==> config.mk <==
export PLATFORM = sky130hd
export DESIGN_NAME = olm_cell
export DESIGN_NICKNAME = d
export VERILOG_FILES = /design/src/rtl/core/olm_pkg.sv /design/src/rtl/core/olm_cell.sv
export SDC_FILE = /design/constraint.sdc
export NUM_CORES = 1
export LEC_CHECK = 0
export ABC_AREA = 1
export BUFFER_PORTS_ARGS = -buffer_cell sky130_fd_sc_hd__buf_2
export CAP_MARGIN = 20
export CORE_AREA = 2 2 120 122
export DETAILED_ROUTE_END_ITERATION = 16
export DIE_AREA = 0 0 122 124
export GPL_TIMING_DRIVEN = 0
export PLACE_DENSITY_LB_ADDON = 0.12
export SYNTH_ARGS = -nofsm -noshare
export SYNTH_HDL_FRONTEND = slang
export SYNTH_SLANG_ARGS = --single-unit
==> constraint.sdc <==
create_clock -name clk -period 2.57 [get_ports clk]
set_clock_uncertainty 0.05 [all_clocks]
set_input_delay 0.1285 -clock clk [delete_from_list [all_inputs] [get_ports clk]]
set_output_delay 0.1285 -clock clk [all_outputs]
set_load 0.01 [all_outputs]
==> src/rtl/core/olm_pkg.sv <==
// ----------------------------------------------------------------------------
// olm_pkg
// Shared codes, types and defaults for the ordered list manager.
// ----------------------------------------------------------------------------
package olm_pkg;

    localparam int OLM_CAPACITY   = 64;
    localparam int OLM_DATA_WIDTH = 32;

    localparam int FUNC_W = 4;
    localparam int STAT_W = 3;

    localparam logic [FUNC_W-1:0] FUNC_PUSH_FRONT   = 4'd0;
    localparam logic [FUNC_W-1:0] FUNC_PUSH_BACK    = 4'd1;
    localparam logic [FUNC_W-1:0] FUNC_INSERT_BEFORE = 4'd2;
    localparam logic [FUNC_W-1:0] FUNC_INSERT_AFTER = 4'd3;
    localparam logic [FUNC_W-1:0] FUNC_POP_FRONT    = 4'd4;
    localparam logic [FUNC_W-1:0] FUNC_POP_BACK     = 4'd5;
    localparam logic [FUNC_W-1:0] FUNC_READ_AT      = 4'd6;
    localparam logic [FUNC_W-1:0] FUNC_ERASE        = 4'd7;
    localparam logic [FUNC_W-1:0] FUNC_CLEAR        = 4'd8;

    typedef enum logic [STAT_W-1:0] {
        ST_OK        = 3'd0,
        ST_NOT_FOUND = 3'd1,
        ST_EMPTY     = 3'd2,
        ST_BAD_POS   = 3'd3,
        ST_FULL      = 3'd4
    } olm_status_t;

    // Update broadcast to every cell of the chain
    typedef enum logic [3:0] {
        MODE_HOLD,
        MODE_CLEAR,
        MODE_INS_FRONT,
        MODE_INS_BACK,
        MODE_INS_BEFORE,
        MODE_INS_AFTER,
        MODE_DEL_FRONT,
        MODE_DEL_BACK,
        MODE_DEL_KEY
    } olm_mode_t;

endpackage

==> src/rtl/core/olm_cell.sv <==
// ----------------------------------------------------------------------------
// olm_cell
// One list position: holds a value and an occupied flag, takes part in the
// key-search chain, the shift update and the read-out chains.
// ----------------------------------------------------------------------------
module olm_cell #(
    parameter int DATA_WIDTH = 32,
    parameter int POS_W      = 6,
    parameter int IDX        = 0
) (
    input  logic                    clk,
    input  logic                    rst_n,
    input  olm_pkg::olm_mode_t      mode,
    input  logic [DATA_WIDTH-1:0]   key,
    input  logic [DATA_WIDTH-1:0]   new_value,
    input  logic [POS_W-1:0]        pos,
    input  logic [DATA_WIDTH-1:0]   left_val,
    input  logic                    left_occ,
    input  logic                    left_first,
    input  logic                    left_seen,
    input  logic [DATA_WIDTH-1:0]   right_val,
    input  logic                    right_occ,
    input  logic [DATA_WIDTH-1:0]   right_rd,
    input  logic [DATA_WIDTH-1:0]   right_bk,
    output logic [DATA_WIDTH-1:0]   val,
    output logic                    occ,
    output logic                    first,
    output logic                    seen_out,
    output logic [DATA_WIDTH-1:0]   rd,
    output logic [DATA_WIDTH-1:0]   bk
);
    import olm_pkg::*;

    localparam logic [POS_W-1:0] IDX_L = IDX[POS_W-1:0];
    localparam logic             IS_HEAD = (IDX == 0);

    logic [DATA_WIDTH-1:0] val_reg, val_next;
    logic                  occ_reg, occ_next;
    logic                  seen_reg;
    logic [DATA_WIDTH-1:0] rd_reg, bk_reg;
    logic                  match;
    logic                  at, beyond, shift, kill;

    assign match    = occ_reg && (val_reg == key);
    assign first    = match && !seen_reg;
    assign seen_out = seen_reg || match;

    always_comb
    begin
        at     = 1'b0;
        beyond = 1'b0;
        shift  = 1'b0;
        kill   = 1'b0;
        unique case (mode)
            MODE_HOLD:       ;
            MODE_CLEAR:      kill = 1'b1;
            MODE_INS_FRONT:
            begin
                at     = IS_HEAD;
                beyond = !IS_HEAD;
            end
            MODE_INS_BACK:   at = !occ_reg && left_occ;
            MODE_INS_BEFORE:
            begin
                at     = first;
                beyond = seen_reg;
            end
            MODE_INS_AFTER:
            begin
                at     = left_first;
                beyond = seen_reg && !left_first;
            end
            MODE_DEL_FRONT:  shift = 1'b1;
            MODE_DEL_BACK:   kill = occ_reg && !right_occ;
            MODE_DEL_KEY:    shift = first || seen_reg;
            default:         ;
        endcase

        val_next = val_reg;
        occ_next = occ_reg;
        if (at)
        begin
            val_next = new_value;
            occ_next = 1'b1;
        end
        else if (beyond)
        begin
            val_next = left_val;
            occ_next = left_occ;
        end
        else if (shift)
        begin
            val_next = right_val;
            occ_next = right_occ;
        end
        else if (kill)
        begin
            occ_next = 1'b0;
        end
    end

    always_ff @(posedge clk or negedge rst_n)
    begin
        if (!rst_n)
        begin
            occ_reg  <= 1'b0;
            seen_reg <= 1'b0;
        end
        else
        begin
            occ_reg  <= occ_next;
            seen_reg <= left_seen;
        end
    end

    // Read-out chains drift one cell towards the head each cycle
    always_ff @(posedge clk)
    begin
        val_reg <= val_next;
        rd_reg  <= (occ_reg && (pos == IDX_L)) ? val_reg : right_rd;
        bk_reg  <= (occ_reg && !right_occ) ? val_reg : right_bk;
    end

    assign val = val_reg;
    assign occ = occ_reg;
    assign rd  = rd_reg;
    assign bk  = bk_reg;

endmodule

-- Yosys cells after proc, flatten, opt, wreduce, memory -nomap -nowiden
Index checks and enable logic that the tools add are counted.
- equal/unequal tests: 9
- muxes and demuxes: 13
- reduce and logical (&&, ||, !) cells: 15
- operators by type and width (operator ; count):
    two-way mux 32 bit ; 5
    equality test 32 bit ; 1
    equality test 4 x 3 -> 1 bit, second input constant ; 4
    equality test 4 x 2 -> 1 bit, second input constant ; 2
    logical AND 1 bit ; 6
    logical NOT 6 bit ; 1
    one-hot mux 1 bit (2 select lines) ; 3
    equality test 4 x 1 -> 1 bit, second input constant ; 1
    equality test 4 bit, second input constant ; 1
    logical NOT 1 bit ; 4
    two-way mux 1 bit ; 4
    one-hot mux 1 bit (4 select lines) ; 1
    nonzero test 4 bit ; 1
    nonzero test 3 bit ; 1
    logical OR 1 bit ; 2
- flip-flop bits (word level): 98
- input bits: 208
- output and inout port bits: 99
- word-level logic and storage cells: 42

-- Longest topological paths before layout
- depth in word-level cells: 8
- gate-level depth with buffers: 15

-- Worst setup path after synthesis
OpenSTA, ideal clock, no wires.
- path kind: register to register
- start: register val_reg[9], in the netlist val[9]
- end: register val_reg[0], in the netlist val[0] (enable)
- library setup time: 561 ps
- data arrival time: 1942 ps
- required time: 1959 ps
- setup slack: 17 ps
- stages on the path, launching flop included: 9
- buffers on the path: 0
- clock period less this slack: 2553 ps
- cells stage by stage: edfxtp_1 > inv_1 > or2_2 > nand4_1 > nor2_1 > nand4_2 > nand2_4 > nor2_1 > nand3_1
- longest elaborated chain between the ends: 6
- elaborated cells on any way between the ends: 7
- ends and longest elaborated chain (what ; line ; source):
    from (decl) ; olm_cell.sv:37 ; logic [DATA_WIDTH-1:0] val_reg, val_next;
    from (signal assigned) ; olm_cell.sv:119 ; val_reg <= val_next;
    equality test 32 bit * ; olm_cell.sv:44 ; assign match = occ_reg && (val_reg == key);
    logical AND 1 bit * ; olm_cell.sv:44 ;
    logical AND 1 bit * ; olm_cell.sv:45 ; assign first = match && !seen_reg;
    logical OR 1 bit ; olm_cell.sv:75 ; MODE_DEL_KEY: shift = first || seen_reg;
    one-hot mux 1 bit (2 select lines) ; olm_cell.sv:54 ; unique case (mode)
    nonzero test 3 bit (no source line) * ; -- ;
Mark *: on every way between the ends. The rest lies on a longest branch, timed or not.
A chain may end at the register's enable or synchronous reset.

-- Worst setup path after layout
- start: register val_reg[4], in the netlist val[4]
- end: register val_reg[30], in the netlist val[30] (enable)
The elaborated chain is that of the path after synthesis.

==> run metrics <==
number of global-route vias before repair=5518; Finished Core Util=57.33%; Yosys top cell by area=dfxtp_1; per-cell routed wire length=between 15 and 20 um; CORE AREA=13720 sq um; Seq/Total Area, Yosys=a little under half; P&R area growth vs syn=58.82%; GRT Util Overall=24.65%; worst skew pair latency=350 ps; area share of the largest cell type after synthesis=25.87%; top area cells in the synthesized netlist=dfxtp_1 26%, edfxtp_1 19%, nand2_1 18%; sw frac=29.12%; # Post-CTS Setup Buffers=0; total number of vias=5615; RSZ-0062 raised after global routing=no; CP Capture Type=flop; DRT iter0 DRCs=~300; Sink Count=between 90 and 100; Port Buffer Count=306; pwr/cell area=533.8 nW/um^2; syn_nets=852; Die Wd=122 um; syn avg cell area=approximately 7.7 sq um; DP Wirelength=14.98 mm; # IOs=between 300 and 400; CTS buffer count=9; gr ovfl total=0; final instance area=7865 sq um; number of library cell types mapped by synthesis=31; layout net count=1252; gpl congestion=0.8865; Crit path arrival time=2360 ps; TritonCTS clock tree=yes; largest net degree at the start of global routing=33; pre-CTS setup slack=-198.9 ps; share of total power in combinational logic=23.1%; setup slack after layout=178.5 ps; Worst-Margin Slew=about 570 ps; worst rel slew slack=between 60% and 70%; first-pass GRT wire length=28.03 mm; final hold violations=0; period utilization=slightly above 90%; Int Pwr=0.002976 W; final worst path period need=2392 ps; ratio of cells with drive above 1 in the final layout=a little under 40%; # Max-Cap Violations=0; total power draw=0.004199 W; # DRC=0; CP Class=reg2reg; root buffer cell=clkbuf_16; clock share of power=33.2%; Peak Freq=418.1 MHz; CTS Buffer Depth=2; FF+latch count, synth=98; Antenna Violating Nets Remaining=0; Slew Limit Fails=0; initial antenna violation count=1; Req. time, crit path=2540 ps; 1st-pass router iterations=5; Max FO, Critical Path=16; Vias/cell=4.565; final setup vio count=0; status=completed; Row Count=43; htree depth=3; Worst Setup Start Kind=flop; switching power=0.001223 W; worst hold-check path type=in2reg; Post-Syn Area=4952 sq um; Total Wirelength=roughly 19 mm; sequential power share=43.7%; maximum vdd drop=0.2821 mV; Leak=4.135 nW; Synth Warn #=0; Gate Count Post-Synth=644; die height=124 um; Initial Utilization=around 36%; Die Footprint=between 15000 and 20000 sq um; clock-pin slew on the worst setup and hold paths=70 ps; post-place instance area=6714 sq um
[power by group through the flow]
stage                     clock network, W  logic, W  registers [W]
final                              0.00140  0.000969        0.00183
after CTS                          0.00141  0.000968        0.00183
after floorplan                          0  0.000350        0.00193
after global placement                   0  0.000859        0.00187
after global routing               0.00147   0.00108        0.00185
after detailed placement                 0  0.000865        0.00187
[cells by family after synthesis]
family                 synth area share [%]
AND/OR/NAND/NOR                       28.42
AO/OA/AOI/OAI                         15.54
buffers and inverters                 8.691
flip-flops                            46.29
XOR/XNOR                              1.061
[cells in the final DEF, fill, tap and decap left out, types with 5 or more instances in the layout]
cell and n:
buf_2 309, dfxtp_1 64, o21ai_0 66, inv_1 70
or2_2 34, nand3_1 10, nor2_1 30, nand2_1 233
inv_2 7, o211ai_2 30, clkbuf_16 9, edfxtp_1 32
clkbuf_1 16, xnor2_1 5, dlygate4sd3_1 82, nand4_1 11
[worst paths after layout]
check | to | slack, ps | depth (start not counted) | startpoint
min in group asynchronous | occ$_DFFE_PN0P_ | 50 | 2 | rst_n
worst min-delay path | val[2]$_DFFE_PP_ | 10 | 3 | new_value[2]
worst max register to register | val[30]$_DFFE_PP_ | 180 | 10 | val[4]$_DFFE_PP_
worst min register to register | occ$_DFFE_PN0P_ | 520 | 2 | occ$_DFFE_PN0P_
worst max-delay path | val[30]$_DFFE_PP_ | 180 | 10 | val[4]$_DFFE_PP_
max in group asynchronous | seen_reg$_DFF_PN0_ | 2320 | 2 | rst_n
[synthesized netlist by cell type]
library cell,number
buf_6,3
xnor2_1,5
inv_2,7
edfxtp_1,32
a21oi_1,3
nand3_1,11
nand4_2,1
nor2_1,30
inv_4,1
dfxtp_1,64
nor2_2,1
o31ai_1,1
o211ai_1,2
nand2_4,1
or2_2,34
clkinv_1,1
inv_1,70
o2111ai_1,2
nand2_1,233
nor3_1,4
buf_4,3
o211ai_2,30
o32ai_1,1
nor4_1,4
nor4b_1,1
dfrtp_1,2
clkbuf_1,16
xor2_1,1
nand4_1,11
buf_2,3
o21ai_0,66
[critical path, cell delays in order, from the launching register on]
cell	delay, ps
edfxtp_1	500
xor2_1	310
nor2_1	100
inv_1	70
nor2_1	40
nand2_1	70
nor2_2	40
nand4_2	90
nand2_4	110
nor2_1	360
nand3_4	320
[through the flow]
stage / hold slack [ps] / cells / TNS [ps]
5_1_grt: 19.09 / 1230 / 0
3_5_place_dp: -132.1 / 1130 / -6323
6_report: 11.81 / 1230 / 0
2_1_floorplan: -217.1 / 644 / 0
4_1_cts: 0.1395 / 1228 / 0
3_3_place_gp: -134.3 / 1130 / -24770
[per-layer routing]
layer  global-route usage, %  vias up  share of wire [%]
met2                   44.24      242                 49
met5                       0        -                  0
met3                   4.899       34                6.8
met4                   10.49        0                2.7
met1                   28.58     2463                 41
li1                        -     2876                  -
[what timing repair did]
item | CTS | global route
hold buffers | 82 | 0
endpoints found under the hold margin | 83 | 0
endpoints found under the setup margin | 32 | 32
cloned | 0 | 1
pin swaps | 0 | 1
gates resized for setup | 1 | 1
[layout make-up]
cell class / instances / area (sq um)
clock inverters: 7 / 77.57
fillers: 1333 / 5854
inverters: 79 / 299.0
repair buffers: 388 / 2352
diodes: 1 / 2.502
clock buffers: 9 / 225.2
multi-input cells: 443 / 2260
plain buffers: 25 / 131.4
flip-flops and latches: 98 / 2292
well taps: 180 / 225.2
No activity file was read; power rests on OpenSTA's default activity.
